$ cat src/sv/ffba_pkg.sv
// Shared constants, codes and types of the first-fit bitmap allocator.
// No dependencies; compile first.
package ffba_pkg;

    localparam int MAX_BLOCKS = 64;
    localparam int IDX_W      = $clog2(MAX_BLOCKS);
    localparam int CNT_W      = IDX_W + 1;
    localparam int ST_W       = 2;

    localparam logic [ST_W-1:0] ST_OK      = 2'd0;
    localparam logic [ST_W-1:0] ST_NOSPACE = 2'd1;
    localparam logic [ST_W-1:0] ST_BADADDR = 2'd2;

    localparam logic OP_ALLOC = 1'b0;
    localparam logic OP_FREE  = 1'b1;

    typedef enum logic [3:0] {
        S_IDLE   = 4'b0001,
        S_SEARCH = 4'b0010,
        S_WRITE  = 4'b0100,
        S_DONE   = 4'b1000
    } t_state;

    // scan unit verdict, one cycle at a time
    typedef struct packed {
        logic             hit;       // run of the requested length found
        logic             fail;      // last managed entry seen, no run
        logic [IDX_W-1:0] run_start; // start of the run when hit
        logic [CNT_W-1:0] used;      // used blocks seen, valid with fail
    } t_scan_res;

endpackage

$ cat src/sv/ffba_req_if.sv
// Request channel of the allocator: valid/ready plus request fields.
// Depends on ffba_pkg.
interface ffba_req_if;
    logic                       valid;
    logic                       ready;
    logic                       op;
    logic [ffba_pkg::CNT_W-1:0] block_count;
    logic [ffba_pkg::IDX_W-1:0] start_index;

    modport source (output valid, op, block_count, start_index, input ready);
    modport sink   (input valid, op, block_count, start_index, output ready);
endinterface

$ cat src/sv/ffba_rsp_if.sv
// Response channel of the allocator: valid/ready plus result fields.
// Depends on ffba_pkg.
interface ffba_rsp_if;
    logic                       valid;
    logic                       ready;
    logic [ffba_pkg::ST_W-1:0]  status;
    logic [ffba_pkg::IDX_W-1:0] granted_index;
    logic                       compacted;

    modport source (output valid, status, granted_index, compacted, input ready);
    modport sink   (input valid, status, granted_index, compacted, output ready);
endinterface

$ cat src/sv/ffba_map_ram.sv
// One-bit allocation map: one write and one registered read per cycle.
// Per-entry valid flags make unwritten entries read as free. Uses ffba_pkg.
module ffba_map_ram (
    input  logic                       i_clk,
    input  logic                       i_rst_n,
    input  logic                       i_wr_en,
    input  logic [ffba_pkg::IDX_W-1:0] i_wr_addr,
    input  logic                       i_wr_data,
    input  logic                       i_rd_en,
    input  logic [ffba_pkg::IDX_W-1:0] i_rd_addr,
    output logic                       o_rd_vld,
    output logic                       o_rd_data
);

    logic                            r_mem [ffba_pkg::MAX_BLOCKS];
    logic [ffba_pkg::MAX_BLOCKS-1:0] r_valid;
    logic                            r_rd_vld;
    logic                            r_rd_data;

    always_ff @(posedge i_clk) begin
        if (i_wr_en) begin
            r_mem[i_wr_addr] <= i_wr_data;
        end
    end

    always_ff @(posedge i_clk) begin
        if (!i_rst_n) begin
            r_valid  <= '0;
            r_rd_vld <= 1'b0;
        end else begin
            r_rd_vld <= i_rd_en;
            if (i_wr_en) begin
                r_valid[i_wr_addr] <= 1'b1;
            end
        end
    end

    always_ff @(posedge i_clk) begin
        r_rd_data <= r_valid[i_rd_addr] & r_mem[i_rd_addr];
    end

    assign o_rd_vld  = r_rd_vld;
    assign o_rd_data = r_rd_data;

endmodule

$ cat src/sv/ffba_scan.sv
// Run finder: takes map bits in index order, tracks the current free run
// and counts used blocks. Uses ffba_pkg.
module ffba_scan (
    input  logic                       i_clk,
    input  logic                       i_rst_n,
    input  logic                       i_clr,
    input  logic [ffba_pkg::CNT_W-1:0] i_len,
    input  logic [ffba_pkg::CNT_W-1:0] i_n,
    input  logic                       i_bit_vld,
    input  logic                       i_bit,
    output ffba_pkg::t_scan_res        o_res
);

    logic [ffba_pkg::CNT_W-1:0] r_run,   n_run;
    logic [ffba_pkg::IDX_W-1:0] r_start, n_start;
    logic [ffba_pkg::CNT_W-1:0] r_used,  n_used;
    logic [ffba_pkg::IDX_W-1:0] r_pos;
    logic                       w_last;
    logic                       w_hit;

    always_comb begin
        n_run   = r_run;
        n_start = r_start;
        n_used  = r_used;
        if (!i_bit) begin
            n_run = r_run + ffba_pkg::CNT_W'(1);
            if (r_run == '0) begin
                n_start = r_pos;
            end
        end else begin
            n_run  = '0;
            n_used = r_used + ffba_pkg::CNT_W'(1);
        end
    end

    assign w_last = ({1'b0, r_pos} == (i_n - ffba_pkg::CNT_W'(1)));
    assign w_hit  = i_bit_vld && !i_bit && (i_len != '0) && (n_run == i_len);

    assign o_res.hit       = w_hit;
    assign o_res.fail      = i_bit_vld && w_last && !w_hit;
    assign o_res.run_start = n_start;
    assign o_res.used      = n_used;

    always_ff @(posedge i_clk) begin
        if (!i_rst_n) begin
            r_run   <= '0;
            r_start <= '0;
            r_used  <= '0;
            r_pos   <= '0;
        end else if (i_clr) begin
            r_run   <= '0;
            r_start <= '0;
            r_used  <= '0;
            r_pos   <= '0;
        end else if (i_bit_vld) begin
            r_run   <= n_run;
            r_start <= n_start;
            r_used  <= n_used;
            r_pos   <= r_pos + ffba_pkg::IDX_W'(1);
        end
    end

endmodule

$ cat src/sv/first_fit_bitmap_allocator_top.sv
// First-fit bitmap allocator with compaction; one response item per request item.
// Allocate: a search pass reads the map up to the end of the first fitting run, then
// a sweep marks the run used; a failed search instead runs a compaction sweep over
// all n entries. Free sweeps its clipped range; a bad address skips the sweep.
// One request at a time; the next is accepted in the cycle after the response loads.
// Synchronous active-low reset empties the map at once (valid flags), sets 64 blocks.
module first_fit_bitmap_allocator_top (
    input  logic                       i_clk,
    input  logic                       i_rst_n,
    input  logic                       i_cfg_we,
    input  logic [ffba_pkg::CNT_W-1:0] i_cfg_wdata,
    ffba_req_if.sink                   i_req,
    ffba_rsp_if.source                 o_rsp
);

    // configuration, clamped to 1..MAX_BLOCKS
    logic [ffba_pkg::CNT_W-1:0] r_managed_blocks;
    logic [ffba_pkg::CNT_W-1:0] w_n;

    // sequencer
    ffba_pkg::t_state r_state, n_state;

    // latched request
    logic                       r_op;
    logic [ffba_pkg::CNT_W-1:0] r_cnt;

    // read pointer for the search pass
    logic [ffba_pkg::CNT_W-1:0] r_rd_addr;
    logic                       w_rd_en;

    // write sweep: entries ptr..stop-1 get (ptr < thresh)
    logic [ffba_pkg::CNT_W-1:0] r_wr_ptr, r_wr_stop, r_wr_thresh;
    logic                       w_wr_en;

    // result being built, and the output register
    logic [ffba_pkg::ST_W-1:0]  r_status;
    logic [ffba_pkg::IDX_W-1:0] r_granted;
    logic                       r_comp;
    logic                       r_rsp_vld;
    logic [ffba_pkg::ST_W-1:0]  r_rsp_status;
    logic [ffba_pkg::IDX_W-1:0] r_rsp_granted;
    logic                       r_rsp_comp;

    logic                       w_accept;
    logic                       w_load_rsp;
    logic                       w_ram_vld, w_ram_bit;
    ffba_pkg::t_scan_res        w_scan;

    // compaction retry: packed map leaves one free run from 'used' to n-1
    logic [ffba_pkg::CNT_W-1:0] w_free_left;
    logic                       w_retry_ok;
    // start + count needs one bit more than the count
    logic [ffba_pkg::CNT_W:0]   w_free_sum;
    logic [ffba_pkg::CNT_W-1:0] w_free_stop;

    always_comb begin
        w_n = r_managed_blocks;
        if (r_managed_blocks == '0) begin
            w_n = ffba_pkg::CNT_W'(1);
        end else if (r_managed_blocks > ffba_pkg::CNT_W'(ffba_pkg::MAX_BLOCKS)) begin
            w_n = ffba_pkg::CNT_W'(ffba_pkg::MAX_BLOCKS);
        end
    end

    assign w_accept    = i_req.valid && i_req.ready;
    assign i_req.ready = (r_state == ffba_pkg::S_IDLE);
    assign w_load_rsp  = (r_state == ffba_pkg::S_DONE) && (!r_rsp_vld || o_rsp.ready);

    assign w_rd_en = (r_state == ffba_pkg::S_SEARCH) && (r_rd_addr < w_n);
    assign w_wr_en = (r_state == ffba_pkg::S_WRITE) && (r_wr_ptr < r_wr_stop);

    assign w_free_left = w_n - w_scan.used;
    assign w_retry_ok  = (r_cnt != '0) && (r_cnt <= w_free_left);

    assign w_free_sum  = {2'b0, i_req.start_index} + {1'b0, i_req.block_count};
    assign w_free_stop = (w_free_sum > {1'b0, w_n}) ? w_n
                                                    : w_free_sum[ffba_pkg::CNT_W-1:0];

    ffba_map_ram u_map (
        .i_clk     (i_clk),
        .i_rst_n   (i_rst_n),
        .i_wr_en   (w_wr_en),
        .i_wr_addr (r_wr_ptr[ffba_pkg::IDX_W-1:0]),
        .i_wr_data (r_wr_ptr < r_wr_thresh),
        .i_rd_en   (w_rd_en),
        .i_rd_addr (r_rd_addr[ffba_pkg::IDX_W-1:0]),
        .o_rd_vld  (w_ram_vld),
        .o_rd_data (w_ram_bit)
    );

    // only bits read during the search feed the finder; late reads are dropped
    ffba_scan u_scan (
        .i_clk     (i_clk),
        .i_rst_n   (i_rst_n),
        .i_clr     (w_accept),
        .i_len     (r_cnt),
        .i_n       (w_n),
        .i_bit_vld (w_ram_vld && (r_state == ffba_pkg::S_SEARCH)),
        .i_bit     (w_ram_bit),
        .o_res     (w_scan)
    );

    always_comb begin
        n_state = r_state;
        case (r_state)
            ffba_pkg::S_IDLE: begin
                if (w_accept) begin
                    if (i_req.op == ffba_pkg::OP_ALLOC) begin
                        n_state = ffba_pkg::S_SEARCH;
                    end else if ({1'b0, i_req.start_index} >= w_n) begin
                        n_state = ffba_pkg::S_DONE;
                    end else begin
                        n_state = ffba_pkg::S_WRITE;
                    end
                end
            end
            ffba_pkg::S_SEARCH: begin
                if (w_scan.hit || w_scan.fail) begin
                    n_state = ffba_pkg::S_WRITE;
                end
            end
            ffba_pkg::S_WRITE: begin
                if (!w_wr_en) begin
                    n_state = ffba_pkg::S_DONE;
                end
            end
            ffba_pkg::S_DONE: begin
                if (w_load_rsp) begin
                    n_state = ffba_pkg::S_IDLE;
                end
            end
            default: n_state = ffba_pkg::S_IDLE;
        endcase
    end

    // control state
    always_ff @(posedge i_clk) begin
        if (!i_rst_n) begin
            r_state          <= ffba_pkg::S_IDLE;
            r_managed_blocks <= ffba_pkg::CNT_W'(ffba_pkg::MAX_BLOCKS);
            r_rsp_vld        <= 1'b0;
        end else begin
            r_state <= n_state;
            if (i_cfg_we) begin
                r_managed_blocks <= i_cfg_wdata;
            end
            if (w_load_rsp) begin
                r_rsp_vld <= 1'b1;
            end else if (o_rsp.ready) begin
                r_rsp_vld <= 1'b0;
            end
        end
    end

    // datapath
    always_ff @(posedge i_clk) begin
        if (w_accept) begin
            r_op        <= i_req.op;
            r_cnt       <= i_req.block_count;
            r_rd_addr   <= '0;
            r_status    <= ffba_pkg::ST_OK;
            r_granted   <= '0;
            r_comp      <= 1'b0;
            // free: clear start..min(start+count, n)-1
            r_wr_ptr    <= {1'b0, i_req.start_index};
            r_wr_stop   <= w_free_stop;
            r_wr_thresh <= '0;
            if (i_req.op == ffba_pkg::OP_FREE && {1'b0, i_req.start_index} >= w_n) begin
                r_status <= ffba_pkg::ST_BADADDR;
            end
        end else if (r_state == ffba_pkg::S_SEARCH) begin
            if (w_rd_en) begin
                r_rd_addr <= r_rd_addr + ffba_pkg::CNT_W'(1);
            end
            if (w_scan.hit) begin
                // mark the found run used
                r_granted   <= w_scan.run_start;
                r_wr_ptr    <= {1'b0, w_scan.run_start};
                r_wr_stop   <= {1'b0, w_scan.run_start} + r_cnt;
                r_wr_thresh <= {1'b0, w_scan.run_start} + r_cnt;
            end else if (w_scan.fail) begin
                // compaction sweep over the whole range, folding in the retry grant
                r_comp    <= 1'b1;
                r_wr_ptr  <= '0;
                r_wr_stop <= w_n;
                if (w_retry_ok) begin
                    r_granted   <= w_scan.used[ffba_pkg::IDX_W-1:0];
                    r_wr_thresh <= w_scan.used + r_cnt;
                end else begin
                    r_status    <= ffba_pkg::ST_NOSPACE;
                    r_wr_thresh <= w_scan.used;
                end
            end
        end else if (w_wr_en) begin
            r_wr_ptr <= r_wr_ptr + ffba_pkg::CNT_W'(1);
        end
        if (w_load_rsp) begin
            r_rsp_status  <= r_status;
            r_rsp_granted <= r_granted;
            r_rsp_comp    <= r_comp;
        end
    end

    assign o_rsp.valid         = r_rsp_vld;
    assign o_rsp.status        = r_rsp_status;
    assign o_rsp.granted_index = r_rsp_granted;
    assign o_rsp.compacted     = r_rsp_comp;

    // a taken request always leaves idle
    a_accept_busy: assert property (@(posedge i_clk) disable iff (!i_rst_n)
        w_accept |=> (r_state != ffba_pkg::S_IDLE))
        else $error("request taken but sequencer stayed idle");

    // no sweep runs past the managed range
    a_sweep_in_range: assert property (@(posedge i_clk) disable iff (!i_rst_n)
        (r_state == ffba_pkg::S_WRITE) |-> (r_wr_stop <= w_n))
        else $error("write sweep beyond managed blocks");

    // a bad free address never carries a grant or a compaction
    a_badaddr_clean: assert property (@(posedge i_clk) disable iff (!i_rst_n)
        r_rsp_vld |-> ((r_rsp_status != ffba_pkg::ST_BADADDR)
                       || (!r_rsp_comp && r_rsp_granted == '0)))
        else $error("bad-address response with grant or compaction");

    // frees never compact
    a_free_no_compact: assert property (@(posedge i_clk) disable iff (!i_rst_n)
        (r_state == ffba_pkg::S_DONE && r_op == ffba_pkg::OP_FREE) |-> !r_comp)
        else $error("free request flagged as compacting");

endmodule
$ cat src/flat_wrapper.sv
// flat-port wrapper written by rule: the top's interface ports become plain ports
module first_fit_bitmap_allocator_top_flat 
  (i_clk, i_rst_n, i_cfg_we, i_cfg_wdata, i_req_valid, i_req_op, i_req_block_count, i_req_start_index, i_req_ready, o_rsp_valid, o_rsp_status, o_rsp_granted_index, o_rsp_compacted, o_rsp_ready);
  ffba_req_if i_req_i ();
  ffba_rsp_if o_rsp_i ();
  input  logic i_clk;
  input  logic i_rst_n;
  input  logic i_cfg_we;
  input  logic [ffba_pkg::CNT_W-1:0] i_cfg_wdata;
  input wire logic [$bits(i_req_i.valid)-1:0] i_req_valid;
  input wire logic [$bits(i_req_i.op)-1:0] i_req_op;
  input wire logic [$bits(i_req_i.block_count)-1:0] i_req_block_count;
  input wire logic [$bits(i_req_i.start_index)-1:0] i_req_start_index;
  output wire logic [$bits(i_req_i.ready)-1:0] i_req_ready;
  output wire logic [$bits(o_rsp_i.valid)-1:0] o_rsp_valid;
  output wire logic [$bits(o_rsp_i.status)-1:0] o_rsp_status;
  output wire logic [$bits(o_rsp_i.granted_index)-1:0] o_rsp_granted_index;
  output wire logic [$bits(o_rsp_i.compacted)-1:0] o_rsp_compacted;
  input wire logic [$bits(o_rsp_i.ready)-1:0] o_rsp_ready;
  assign i_req_i.valid = i_req_valid;
  assign i_req_i.op = i_req_op;
  assign i_req_i.block_count = i_req_block_count;
  assign i_req_i.start_index = i_req_start_index;
  assign i_req_ready = i_req_i.ready;
  assign o_rsp_valid = o_rsp_i.valid;
  assign o_rsp_status = o_rsp_i.status;
  assign o_rsp_granted_index = o_rsp_i.granted_index;
  assign o_rsp_compacted = o_rsp_i.compacted;
  assign o_rsp_i.ready = o_rsp_ready;
  first_fit_bitmap_allocator_top u_core (.i_clk(i_clk), .i_rst_n(i_rst_n), .i_cfg_we(i_cfg_we), .i_cfg_wdata(i_cfg_wdata), .i_req(i_req_i), .o_rsp(o_rsp_i));
endmodule
$ cat config.mk
export PLATFORM = sky130hd
export DESIGN_NAME = first_fit_bitmap_allocator_top_flat
export DESIGN_NICKNAME = d
export VERILOG_FILES = /design/src/sv/ffba_pkg.sv /design/src/sv/ffba_req_if.sv /design/src/sv/ffba_rsp_if.sv /design/src/sv/ffba_map_ram.sv /design/src/sv/ffba_scan.sv /design/src/sv/first_fit_bitmap_allocator_top.sv /design/src/flat_wrapper.sv
export SDC_FILE = /design/constraint.sdc
export NUM_CORES = 1
export LEC_CHECK = 0
export BUFFER_PORTS_ARGS = -buffer_cell sky130_fd_sc_hd__buf_2
export CAP_MARGIN = 0
export CORE_MARGIN = 2
export CORE_UTILIZATION = 60
export DETAILED_ROUTE_END_ITERATION = 10
export PLACE_DENSITY = 0.74
export RECOVER_POWER = 50
export SETUP_SLACK_MARGIN = 0.5
export SLEW_MARGIN = 20
export SYNTH_ARGS = -nofsm -noshare
export SYNTH_HDL_FRONTEND = slang
export SYNTH_SLANG_ARGS = --single-unit
$ cat constraint.sdc
create_clock -name i_clk -period 5.7 [get_ports i_clk]
set_clock_uncertainty 0.2 [all_clocks]
set_input_delay 0.285 -clock i_clk [delete_from_list [all_inputs] [get_ports i_clk]]
set_output_delay 0.285 -clock i_clk [all_outputs]
set_load 0.03 [all_outputs]
# == After elaboration in Yosys (flattened, before gate mapping) ==
# Memories as Yosys holds them, arrays and structs flattened. A register that Yosys moved wholly into a read port is not among the register bits.
# Index checks and enable logic that the tools add are counted.
# word_totals
n_memories,1
in_bits,26
register_bits,157
word_cells,145
ram_bits,64
out_inout_bits,11
# op_classes
addsub,10
bitwise_logic,4
mux,45
n_eq_ne,14
n_reduce_logical,39
magnitude_cmp,10
# memory_table
memory,depth,word_bits,read_ports,rd_ports_with_merged_regs,write_ports,line_no,text
u_core.u_map.r_mem,64,1,1,1,1,ffba_map_ram.sv:15,logic r_mem [ffba_pkg::MAX_BLOCKS];
# ops
operator,count
7-bit 2-to-1 mux,16
64-bit bitwise OR,1
6-bit 2-to-1 mux,8
7-bit by 1-bit adder with 7-bit output (second input constant),4
4-bit 2-to-1 mux,6
7-bit less-than comparator,3
4-bit one-hot mux with 4 select lines,1
7-bit logical NOT,2
6-bit by 7-bit less-than comparator with 1-bit output (second input constant),2
1-bit logical AND,13
2-bit 2-to-1 mux,6
2-bit nonzero test,6
2-bit != test (second input constant),5
2-bit AND reduction,5
6-bit by 7-bit adder with 8-bit output,1
8-bit by 7-bit > comparator with 1-bit output,1
4-bit AND reduction,2
6-bit by 7-bit adder with 7-bit output,1
7-bit adder,1
6-bit by 7-bit == test with 1-bit output,1
7-bit == test,1
6-bit by 7-bit greater-or-equal comparator with 1-bit output,1
7-bit > comparator (second input constant),1
7-bit <= comparator,1
other kinds (22),33

# == Logic depth before layout (Yosys ltp) ==
# Gate-level depths: netlist of run 1.
# logic_depth
depth_word,11
ltp_mapped,20
ltp_nobuf,19

# == Modules after synthesis ==
# A second synthesis of run 1 with hierarchy kept.
# hier_totals
hier_cells,1169
hier_area_um2,11552.3
# by_module_without_submodules
module,instances,cells_per_inst,seq_area_each_um2,area_per_inst_um2
ffba_map_ram,1,432,3243.1,4987.3
first_fit_bitmap_allocator_top,1,527,1611.5,4828.4
ffba_scan,1,210,520.5,1736.7

# == Worst setup path after synthesis of run 1 ==
# Ideal clock, no wire load.
# synth_timing
path_type,register -> register
start,register u_core.r_managed_blocks[2] (netlist name)
end,register u_core.r_wr_thresh[1] (netlist name)
setup_slack_ps,1456
synth_period_minus_slack_ps,4244
required_time_ps,5378
path_buffers,1
setup_ps,122
stages_incl_launch_ff,21
arrival_time_ps,3923
path_cell_list,dfxtp_1 > nor2_1 > a21oi_1 > or2_2 > ha_1 > fa_1 > inv_1 > a21oi_1 > o21ai_0 > o21ai_0 > o21ai_0 > xnor2_1 > ha_1 > nand2_1 > nor3_1 > o21ai_0 > nor2_1 > clkbuf_1 > mux2_2 > mux2i_1 > a21oi_1
# synth_via
elab_chain_len,9
elab_cells_between_ends,16
cone_classes,2 x add/sub; 2 x order compare; 1 x eq/ne; 5 x mux; 6 x reduce/logical
# synth_lines
element,line_no,text
"start, declared",first_fit_bitmap_allocator_top.sv:17,logic [ffba_pkg::CNT_W-1:0] r_managed_blocks;
"start signal, assigned",first_fit_bitmap_allocator_top.sv:140,r_managed_blocks <= ffba_pkg::CNT_W'(ffba_pkg::MAX_BLOCKS);
"start signal, assigned",first_fit_bitmap_allocator_top.sv:145,r_managed_blocks <= i_cfg_wdata;
7-bit > comparator,first_fit_bitmap_allocator_top.sv:60,end else if (r_managed_blocks > ffba_pkg::CNT_W'(ffba_pkg::MAX_BLOCKS)) begin
7-bit 2-to-1 mux,first_fit_bitmap_allocator_top.sv:60,
7-bit 2-to-1 mux (*),first_fit_bitmap_allocator_top.sv:58,if (r_managed_blocks == '0) begin
7-bit subtractor / 7-bit by 1-bit subtractor with 7-bit output (equally long branches),"first_fit_bitmap_allocator_top.sv:72, ffba_scan.sv:36",
7-bit <= comparator / 6-bit by 7-bit == test with 1-bit output (equally long branches),"first_fit_bitmap_allocator_top.sv:73, ffba_scan.sv:36",
1-bit logical AND (on tied branches),"first_fit_bitmap_allocator_top.sv:73, ffba_scan.sv:40",
7-bit 2-to-1 mux / 1-bit logical AND (equally long branches),"first_fit_bitmap_allocator_top.sv:186, ffba_scan.sv:40",
7-bit 2-to-1 mux / 2-bit nonzero test (equally long branches),n/a,
7-bit 2-to-1 mux / 2-bit AND reduction (equally long branches),n/a,
"end signal, assigned",first_fit_bitmap_allocator_top.sv:180,"r_wr_thresh <= {1'b0, w_scan.run_start} + r_cnt;"
"end signal, assigned",first_fit_bitmap_allocator_top.sv:188,r_wr_thresh <= w_scan.used + r_cnt;
"end signal, assigned",first_fit_bitmap_allocator_top.sv:191,r_wr_thresh <= w_scan.used;
"end, declared",first_fit_bitmap_allocator_top.sv:32,"logic [ffba_pkg::CNT_W-1:0] r_wr_ptr, r_wr_stop, r_wr_thresh;"
# Mark *: on every way between the ends. The rest lies on a longest branch, timed or not. The select of a mux whose other input is x is not followed.
# A chain may end at the register's enable or synchronous reset.

# == Worst setup path after layout of run 1 ==
# layout_timing
start,register u_core.r_state[3]
end,register u_core.r_wr_ptr[4] (netlist name) (enable)
# layout_via
elab_chain_len,9
elab_cells_between_ends,15
cone_classes,4 x eq/ne; 11 x reduce/logical
# layout_lines
element,line_no,text
"start, declared",first_fit_bitmap_allocator_top.sv:21,"ffba_pkg::t_state r_state, n_state;"
"start signal, assigned",first_fit_bitmap_allocator_top.sv:139,r_state <= ffba_pkg::S_IDLE;
"start signal, assigned",first_fit_bitmap_allocator_top.sv:143,r_state <= n_state;
4-bit by 2-bit == test with 1-bit output,"first_fit_bitmap_allocator_top.sv:98, first_fit_bitmap_allocator_top.sv:171",
1-bit logical AND,first_fit_bitmap_allocator_top.sv:98,".i_bit_vld (w_ram_vld && (r_state == ffba_pkg::S_SEARCH)),"
1-bit logical AND (3 in a row),ffba_scan.sv:37,assign w_hit = i_bit_vld && !i_bit && (i_len != '0) && (n_run == i_len);
1-bit logical NOT,ffba_scan.sv:40,assign o_res.fail = i_bit_vld && w_last && !w_hit;
1-bit logical AND,ffba_scan.sv:40,
4-bit by 3-bit != test with 1-bit output (no source line),n/a,
2-bit AND reduction (no source line) (*),n/a,
"end signal, assigned",first_fit_bitmap_allocator_top.sv:165,"r_wr_ptr <= {1'b0, i_req.start_index};"
"end signal, assigned",first_fit_bitmap_allocator_top.sv:178,"r_wr_ptr <= {1'b0, w_scan.run_start};"
"end signal, assigned",first_fit_bitmap_allocator_top.sv:195,r_wr_ptr <= r_wr_ptr + ffba_pkg::CNT_W'(1);
"end, declared",first_fit_bitmap_allocator_top.sv:32,
# Mark *: on every way between the ends. The rest lies on a longest branch, timed or not.

==> results of run 1 <==
timing repair:
| item | CTS | global route |
|---|---|---|
| buffers inserted | 0 | 0 |
| hold buffers | 30 | 0 |
| endpoints found under the hold margin | 24 | 0 |
worst paths after layout:
path	depth (start not counted)	start	slack [ps]	endpoint
worst max-delay path	8	u_core.r_state[3]	800	u_core.r_wr_ptr[4]
worst min-delay path	3	i_rst_n	20	u_core.o_rsp.valid
worst max register to register	8	u_core.r_state[3]	800	u_core.r_wr_ptr[4]
worst min register to register	0	u_core.r_status[0]	230	u_core.o_rsp.status[0]
final cells by class:
| class | instances | area, um^2 | area share (%) |
|---|---|---|---|
| Timing Repair Buffer | 76 | 523.0 | 3.992 |
| Clock inverter | 12 | 256.5 | 1.958 |
| Multi-Input combinational cell | 725 | 5619 | 42.89 |
| Inverter | 52 | 195.2 | 1.490 |
| Sequential cell | 227 | 5495 | 41.95 |
| Clock buffer | 33 | 685.7 | 5.234 |
| Tap cell | 260 | 325.3 | 2.483 |
per-layer routing:
layer  vias up  GRT usage [%]
li1       3980              -
met1      4130          36.56
met2       281          50.42
met3        93          3.555
met4         0          13.03
met5         -              0
Yosys cell counts (all sizes together) (3+ instances only):
master,instances,area [um^2]
a211oi,13,102.6
a21o,14,105.1
a21oi,46,230.2
a22oi,3,22.52
a311oi,3,32.53
a31oi,5,31.28
and2,4,25.03
and3,4,25.02
buf,15,88.83
clkbuf,34,127.6
dfxtp,132,2643
edfxtp,95,2853
fa,4,80.08
ha,68,850.8
inv,50,187.7
mux2,3,33.78
mux2i,27,270.3
mux4,42,945.9
nand2,55,209.0
nand2b,9,56.30
nand3,17,100.1
nand3b,8,71.32
nand4,13,81.33
nor2,128,480.5
nor2b,8,50.05
nor3,14,70.07
nor4,4,25.02
nor4b,3,41.29
o211ai,9,72.57
o21a,71,533.0
o21ai,36,180.2
o21bai,4,30.03
o221ai,5,43.79
o22ai,7,43.79
o31ai,5,37.54
or2,4,25.02
or3,11,68.82
or4b,3,30.03
xnor2,31,271.5
xor2,25,219.0
flip-flops by register name (all words and copies together) (netlist names), named ones only:
register,count
u_core.r_status,2
u_core.u_map.r_valid,64
u_core.u_scan.r_start,6
u_core.o_rsp.status,2
u_core.u_map.o_rd_data,1
u_core.r_granted,6
u_core.r_wr_stop,7
u_core.o_rsp.granted_index,6
u_core.r_rd_addr,7
u_core.r_comp,1
u_core.u_map.r_mem,64
u_core.r_state,4
u_core.u_scan.r_run,7
u_core.o_rsp.compacted,1
u_core.r_managed_blocks,7
u_core.u_scan.r_pos,6
u_core.r_wr_thresh,7
u_core.r_cnt,7
u_core.r_wr_ptr,7
u_core.u_map.o_rd_vld,1
u_core.o_rsp.valid,1
u_core.u_scan.r_used,7
per-stage QoR:
step / hold slack, ps / util, %
after global placement: 207.0 / 63.52
after global routing: 42.29 / 69.57
after floorplan: 183.9 / -
final: 19.35 / 69.57
after detailed placement: 206.8 / 63.52
after CTS: 22.12 / 70.11
cell families (layout without fill, tap and decap cells):
family | Yosys count | in the layout | share of synthesized area (%)
mux | 72 | 72 | 10.79
flops | 227 | 227 | 47.43
compound gates | 232 | 232 | 13.50
buf+inv | 101 | 173 | 3.553
simple gates | 292 | 292 | 12.37
fa+ha+maj | 73 | 73 | 8.122
xor+xnor | 56 | 56 | 4.234
tightest hold or removal path: cells and delay by family:
| kind | cells | cell delay, ps |
|---|---|---|
| buffers and inverters | 2 | 340 |
| and+or+nand+nor | 1 | 90 |
power by group:
part           switching [mW]  leakage [nW]  internal, mW
combinational           0.680          2.52         0.401
sequential              0.162          1.94          1.93
clock                   0.676         0.458          1.17
==> flow_metrics.tcl, run 1 <==
set metrics [dict create \
    status "complete, but fails checks" \
    violations "capacitance limit, slew limit" \
    final_antenna_net_count 0 \
    total_power_mw 5.017 \
    start_util_pct 61.52 \
    routabilityCongestion 0.9188 \
    path_buf_inv 1 \
    timing.max_cap.violations 2 \
    wl_per_cell_um 20.85 \
    post-route-period-util_pct 86.05 \
    synth_nets 1151 \
    fp.coreArea_um2 18830 \
    yosys_most_used_dff "dfxtp_1" \
    tightest_slew_ps 1675 \
    slew_headroom_pct -11.69 \
    die_x_um 143.0 \
    synth.yosys.warnings 0 \
    drc 0 \
    cts_num_sinks 227 \
    path_max_fanout 21 \
    fin_ws_ps 795.1 \
    path_class "reg -> reg" \
    period_needed_ps 4905 \
    fillers 1425 \
    stdcell_count 1385 \
    routed_wl_um 28880 \
    drt_pass1_iterations 5 \
    fin_area_um2 13100 \
    antenna_found_initial 0 \
    std_cell_rows 50 \
    ir_drop_mv 0.4604 \
    cts.path.max_buffers 3 \
    htreeDepth 1 \
    path_delay_family "simple AND/OR/NAND/NOR gates" \
    hold_class "in -> reg" \
    synth.distinct_cells 70 \
    crit_chain "nor4b_1, nand2_1, nor4_1, and4_1, nand3_1, clkbuf_1, nand3_1, or2_2" \
    cts_made_buffers 25 \
    wl_met3_um 1389 \
    crit_required_ps 5740 \
    met2_wirelength_um 14210 \
    avgSynthCellArea_um2 11.00 \
    arrival_ps 4940 \
    grt_pass1_vias 8455 \
    slew_viol_final 30 \
    global_route.overflow_total 0 \
    cts-root-buf "clkbuf_16" \
    synthCells 1053 \
    slowest_delay_ps 1250 \
    hpwlAfterDp_um 20120 \
    yosysSeqAreaShare_pct 47.43 \
    dieArea_um2 20440 \
    finalSetupViolations 0 \
    cts_tree "done" \
    die_y_um 143.0 \
    path_clk_slew_ps 60 \
    power_density_nw_per_um2 383.0 \
    area_growth_pct 13.08 \
    grtUsageTotal_pct 29.07 \
    synthArstFlopShare_pct 0 \
    n_antenna_cell 0 \
    place_area_um2 11960 \
    layout_commonest_cell "dfxtp_1" \
    syn_area_um2 11580 \
    rsz0062_at_grt "no" \
    portBuffers 36 \
    fin_nets 1205 \
    clkLatencyLatePin_ps 540 \
    met1_length_um 11840 \
    fmax_mhz 203.9 \
    top_layer "met4" \
    cts_resized 0 \
    grt_pass1_wl_um 45820 \
    slowest_stage "nor4b_1" \
    dr.first_iter.drc_count 658 \
    cp_common_cell "nand3_1" \
    dp_cells 1310 \
    endpoint_kind "register" \
    drive_above_1_share_pct 10.76 \
    synth_edf_count 95 \
    layout_common_cells "dfxtp_1 (132), nor2_1 (128), edfxtp_1 (95)" \
    dr_total_vias 8484 \
    ys_ff_latch 227 \
    tns_ps 0 \
    avgViaCountPerCell 6.126 \
    dp_slack_ps 1140 \
    grt_max_degree 68 \
    start_kind "register" \
    total_leakage_power_nw 4.911 \
    final_hold_viol_count 0 \
    boundaryPins 37 \
]
No activity file was read; power rests on OpenSTA's default activity.
==> run 2, diff against run 1 <==
--- a/config.mk
+++ b/config.mk
@@ -7,13 +7,15 @@
 export LEC_CHECK = 0
 export BUFFER_PORTS_ARGS = -buffer_cell sky130_fd_sc_hd__buf_2
 export CAP_MARGIN = 0
+export CELL_PAD_IN_SITES_DETAIL_PLACEMENT = 1
+export CELL_PAD_IN_SITES_GLOBAL_PLACEMENT = 2
 export CORE_MARGIN = 2
-export CORE_UTILIZATION = 60
+export CORE_UTILIZATION = 42
 export DETAILED_ROUTE_END_ITERATION = 10
-export PLACE_DENSITY = 0.74
+export PLACE_DENSITY = 0.76
 export RECOVER_POWER = 50
 export SETUP_SLACK_MARGIN = 0.5
-export SLEW_MARGIN = 20
+export SLEW_MARGIN = 25
 export SYNTH_ARGS = -nofsm -noshare
 export SYNTH_HDL_FRONTEND = slang
 export SYNTH_SLANG_ARGS = --single-unit
==> flow_metrics.tcl, run 2 (synthesis results as in run 1) <==
set metrics [dict create \
    status "complete, but fails checks" \
    violations "capacitance limit, slew limit" \
    busiest_layer "met2" \
    total_leakage_power_nw 4.904 \
    fmax_mhz 213.9 \
    tns_ps 0 \
    grtUsageTotal_pct 23.70 \
    fillers 2877 \
    path_clk_slew_ps 60 \
    cts_setup_buffers 0 \
    cts.path.max_buffers 3 \
    path_buf_inv 4 \
    holdPathStages 0 \
    die_y_um 170.1 \
    dieArea_um2 28930 \
    slowest_delay_ps 620 \
    drive_above_1_share_pct 11.31 \
    crit_required_ps 5680 \
    wl_per_cell_um 22.48 \
    hold_end "u_core.o_rsp.status[1]" \
    ir_drop_mv 0.2078 \
    path_delay_family "compound AO/OA/AOI/OAI gates" \
    power_density_nw_per_um2 372.3 \
    r2r_slack_ps 1020 \
    endpoint_kind "register" \
    dr.first_iter.drc_count 429 \
    global_route.overflow_total 0 \
    fin_nets 1211 \
    layout_commonest_cell "dfxtp_1" \
    fp.coreArea_um2 27030 \
    timing.max_cap.violations 2 \
    clkLatencyLatePin_ps 550 \
    worstHoldStart "u_core.r_status[1]" \
    final_antenna_net_count 0 \
    hold_class "reg -> reg" \
    antenna_found_initial 0 \
    dr_total_vias 8387 \
    die_x_um 170.1 \
    grt_pass1_vias 8775 \
    gr-usage-met2_pct 41.83 \
    post-route-util_pct 48.86 \
    slew_viol_final 134 \
    portBuffers 36 \
    reg2reg_to "u_core.r_status[1]" \
    finalSetupViolations 0 \
    cts_made_buffers 26 \
    slew_headroom_pct -107.3 \
    hpwlAfterDp_um 23840 \
    post-route-period-util_pct 82.03 \
    grt_max_degree 69 \
    path_max_fanout 12 \
    rsz0062_at_grt "no" \
    drt_pass1_iterations 4 \
    area_growth_pct 13.98 \
    cts-root-buf "clkbuf_16" \
    cts_num_sinks 227 \
    use_met3_pct 3.256 \
    cts_resized 0 \
    avgViaCountPerCell 5.694 \
    htreeDepth 1 \
    start_kind "register" \
    grt_pass1_wl_um 52090 \
    n_antenna_cell 0 \
    boundaryPins 37 \
    grtUsageMet1_pct 29.84 \
    path_class "reg -> reg" \
    routabilityCongestion 0.8226 \
    reg2reg_depth 17 \
    routed_wl_um 33120 \
    tightest_slew_ps 3110 \
    drc 0 \
    slowest_stage "dfxtp_1" \
    total_power_mw 4.915 \
    std_cell_rows 60 \
    rr_startpoint "u_core.r_managed_blocks[6]" \
    crit_chain "clkinv_1, clkbuf_1, nand2_1, inv_1, ha_1, o21ai_0, nand2b_1, maj3_1, a21oi_1, xor2_1, ha_1, nand2_1, nor3_1, a311oi_1, nor2_1, buf_4, o31ai_1" \
    final_hold_viol_count 0 \
    period_needed_ps 4675 \
    layout_common_cells "dfxtp_1 (131), nor2_1 (128), edfxtp_1 (95)" \
    arrival_ps 4650 \
    largest_registers "u_core.u_map.r_mem: 64 flops, u_core.u_map.r_valid: 64 flops" \
    start_util_pct 42.87 \
    cts_tree "done" \
]
## run 2: cell count changes in the layout (fill, tap and decap cells not counted), sizes merged
cell         previous run  this run
dlygate4sd3            30        31
clkinv                  5        11
buf                    25        27
bufinv                  7         3
clkinvlp                0         1
inv                    52        50
clkbuf                 54        57
## run 2: routing by layer
| metal | share of wire, % | vias up | wire [um] |
|---|---|---|---|
| met5 | 0 | - | 0 |
| met4 | 3.4 | 0 | 1140 |
| met3 | 4.1 | 63 | 1342 |
| met2 | 50 | 164 | 16460 |
| met1 | 43 | 4173 | 14170 |
| li1 | - | 3987 | - |
## run 2: metrics by stage
| stage | cell area (um^2) | setup WS (ps) | hold WS [ps] | cells |
|---|---|---|---|---|
| CTS | 13260 | 1029 | 224.0 | 1473 |
| floorplan | 11580 | 1456 | 183.9 | 1053 |
| finish | 13200 | 1025 | 228.9 | 1473 |
| global route | 13200 | 658.7 | 247.4 | 1473 |
| global placement | 12090 | 1151 | 213.2 | 1395 |
| detailed placement | 12090 | 1052 | 218.9 | 1395 |
## run 2: final cells by class
type                       count  area (um^2)  share of cell area (%)
timing repair buffer          81        556.8                   4.217
inverter                      52        195.2                   1.478
tap                          341        426.7                   3.231
clock inverter                13        166.4                   1.260
multi-input combinational    725         5672                   42.95
sequential                   227         5497                   41.63
clock buffer                  34        690.7                   5.231
## run 2: repair_timing
action / 4_1_cts / 5_1_grt
setup endpoints to repair: 0 / 0
hold buffers: 31 / 0
endpoints found under the hold margin: 25 / 0
## run 2: how the worst max path moves through the flow
stage	cells past startpoint	slack [ps]	endpoint	startpoint
floorplan	20	1460	u_core.r_wr_thresh[1]	u_core.r_managed_blocks[2]
global placement	17	1150	u_core.r_status[1]	u_core.r_managed_blocks[2]
detailed placement	17	1050	u_core.r_status[1]	u_core.r_managed_blocks[2]
CTS	17	1030	u_core.r_status[1]	u_core.r_managed_blocks[2]
global route	17	660	u_core.r_status[1]	u_core.r_managed_blocks[6]
finish	17	1020	u_core.r_status[1]	u_core.r_managed_blocks[6]
## run 2: worst reg2reg max path, delay by kind of cell (launching register included)
family | cells | cell delay, ps
AO/OA/AOI/OAI | 4 | 1000
buffers and inverters | 4 | 710
XOR/XNOR | 1 | 180
AND/OR/NAND/NOR | 5 | 660
flip-flops | 1 | 620
adder cells (fa/ha/maj) | 3 | 930
## run 2: report_power, final
part / internal, mW / switching [mW]
clock: 0.992 / 0.688
combinational: 0.411 / 0.698
sequential: 1.94 / 0.185
==> run 3, diff against run 2 <==
--- a/config.mk
+++ b/config.mk
@@ -10,9 +10,9 @@
 export CELL_PAD_IN_SITES_DETAIL_PLACEMENT = 1
 export CELL_PAD_IN_SITES_GLOBAL_PLACEMENT = 2
 export CORE_MARGIN = 2
-export CORE_UTILIZATION = 42
+export CORE_UTILIZATION = 38
 export DETAILED_ROUTE_END_ITERATION = 10
-export PLACE_DENSITY = 0.76
+export PLACE_DENSITY = 0.73
 export RECOVER_POWER = 50
 export SETUP_SLACK_MARGIN = 0.5
 export SLEW_MARGIN = 25
==> constraint.sdc (replaced) <==
create_clock -name i_clk -period 3.9 [get_ports i_clk]
set_clock_uncertainty 0.2 [all_clocks]
set_input_delay 0.195 -clock i_clk [delete_from_list [all_inputs] [get_ports i_clk]]
set_output_delay 0.195 -clock i_clk [all_outputs]
set_load 0.03 [all_outputs]
==> flow_metrics.tcl, run 3 (synthesis results as in run 1) <==
set metrics [dict create \
    layout_commonest_cell "dfxtp_1" \
    dr.first_iter.drc_count 376 \
    dieArea_um2 31900 \
    ir_drop_mv 0.4928 \
    n_antenna_cell 0 \
    start_util_pct 38.88 \
    holdPathStages 4 \
    power_density_nw_per_um2 528.2 \
    fmax_mhz 261.5 \
    slew_viol_final 0 \
    portBuffers 36 \
    arrival_ps 4070 \
    dr_total_vias 8785 \
    r2r_slack_ps 80 \
    slowest_delay_ps 340 \
    antenna_found_initial 0 \
    drc 0 \
    cts_tree "done" \
    rsz0062_at_grt "yes" \
    path_max_fanout 5 \
    grt_max_degree 65 \
    grtUsageTotal_pct 22.28 \
    status "complete, no violations" \
    boundaryPins 37 \
    path_buf_inv 2 \
    tns_ps 0 \
    global_route.overflow_total 0 \
    dp_slack_ps -422.5 \
    rr_startpoint "u_core.r_managed_blocks[5]" \
    path_class "reg -> reg" \
    cp_common_cell "o21ai_1" \
    fin_ws_ps 75.70 \
    grt_pass1_wl_um 54010 \
    fin_nets 1300 \
    drive_above_1_share_pct 22.30 \
    cts.path.max_buffers 3 \
    period_needed_ps 3824 \
    reg2reg_depth 20 \
    layout_common_cells "dfxtp_1 (126), nor2_1 (125), edfxtp_1 (95)" \
    routed_wl_um 34910 \
    avgViaCountPerCell 5.443 \
    drt_pass1_iterations 5 \
    cts-root-buf "clkbuf_16" \
    std_cell_rows 63 \
    die_y_um 178.6 \
    total_leakage_power_nw 5.401 \
    reg2reg_to "u_core.r_wr_thresh[1]" \
    routabilityCongestion 0.8205 \
    post-route-period-util_pct 98.06 \
    grt_pass1_vias 9282 \
    fp.coreArea_um2 29800 \
    endpoint_kind "register" \
    largest_registers "u_core.u_map.r_mem: 64 flops, u_core.u_map.r_valid: 64 flops" \
    path_clk_slew_ps 60 \
    start_kind "register" \
    crit_chain "nor3_2, a21oi_2, or2_4, ha_4, fa_2, inv_2, a21oi_2, o21ai_1, o21ai_1, o21ai_1, xnor2_1, ha_1, nand2_2, nor3_4, a311oi_4, buf_6, nor2_4, mux2_4, mux2i_1, a21oi_1" \
    area_growth_pct 24.26 \
    timing.max_cap.violations 0 \
    hpwlAfterDp_um 24760 \
    die_x_um 178.6 \
    wl_per_cell_um 21.63 \
    tightest_slew_ps 1331 \
    hold_class "in -> reg" \
    clkLatencyLatePin_ps 560 \
    hold_end "u_core.r_wr_stop[0]" \
    final_antenna_net_count 0 \
    slowest_stage "fa_2" \
    htreeDepth 1 \
    final_hold_viol_count 0 \
    worstHoldStart "i_req_start_index[0]" \
    cts_num_sinks 227 \
    finalSetupViolations 0 \
    cts_made_buffers 28 \
    slew_headroom_pct 11.26 \
    path_delay_family "simple AND/OR/NAND/NOR gates" \
    crit_required_ps 4150 \
]
## run 3: how the worst max path moves through the flow
stage / startpoint / endpoint / cells after the start
floorplan: u_core.r_managed_blocks[5] / u_core.r_wr_thresh[1] / 20
global placement: u_core.r_managed_blocks[5] / u_core.r_wr_thresh[0] / 19
detailed placement: u_core.r_managed_blocks[5] / u_core.r_wr_thresh[1] / 19
CTS: u_core.r_managed_blocks[1] / u_core.r_wr_thresh[1] / 19
global route: u_core.r_managed_blocks[5] / u_core.r_wr_thresh[1] / 20
finish: u_core.r_managed_blocks[5] / u_core.r_wr_thresh[1] / 20
## run 3: layout make-up
cell class | count | area, um^2
flip-flops and latches | 227 | 5505
multi-input cells | 726 | 6035
fillers | 3203 | 15400
inverters | 52 | 195.2
clock buffers | 39 | 762.0
repair buffers | 167 | 1234
well taps | 390 | 488.0
clock inverters | 13 | 176.4
## run 3: worst register-to-register path: stages (launching register included)
cell and delay [ps]:
dfxtp_2 330, nor3_2 200, a21oi_2 80, or2_4 250, ha_4 170, fa_2 340, inv_2 60, a21oi_2 50
o21ai_1 90, o21ai_1 120, o21ai_1 180, xnor2_1 90, ha_1 320, nand2_2 90, nor3_4 180, a311oi_4 70
buf_6 150, nor2_4 210, mux2_4 330, mux2i_1 150, a21oi_1 80
## run 3: what timing repair did
item | 4_1_cts | 5_1_grt
endpoints found under the hold margin | 41 | 2
hold buffers | 32 | 2
cloned | 1 | 0
pin swaps | 29 | 20
setup buffers | 19 | 6
resized for setup | 39 | 30
setup endpoints to repair | 32 | 40
## run 3: per-layer routing
layer / GRT usage [%] / up-vias / part of all wire, % / routed length (um)
li1: - / 4153 / - / -
met1: 28.65 / 4411 / 44 / 15400
met2: 39.12 / 153 / 49 / 17200
met3: 2.195 / 68 / 3.2 / 1129
met4: 7.520 / 0 / 3.4 / 1180
met5: 0 / - / 0 / 0
## run 3: power by group
| part | switching (mW) | leakage, nW | internal (mW) | total [mW] |
|---|---|---|---|---|
| Clock | 1.06 | 0.448 | 1.57 | 2.64 |
| Sequential | 0.177 | 1.94 | 2.81 | 2.99 |
| Combinational | 1.21 | 3.01 | 0.770 | 1.98 |
| Total | 2.45 | 5.40 | 5.15 | 7.60 |
## run 3: per-stage QoR
| step | hold WS (ps) | cell area [um^2] | util, % | std cells | power (mW) |
|---|---|---|---|---|---|
| final | 28.67 | 14400 | 48.31 | 1614 | 7.603 |
| after global routing | 60.53 | 14400 | 48.31 | 1614 | 7.978 |
| after CTS | 76.23 | 14300 | 47.98 | 1608 | 7.654 |
| after detailed placement | 208.4 | 12720 | 42.69 | 1504 | 4.834 |
| after global placement | 204.0 | 12720 | 42.69 | 1504 | 4.810 |
| after floorplan | 93.87 | 11720 | - | 1053 | 4.226 |
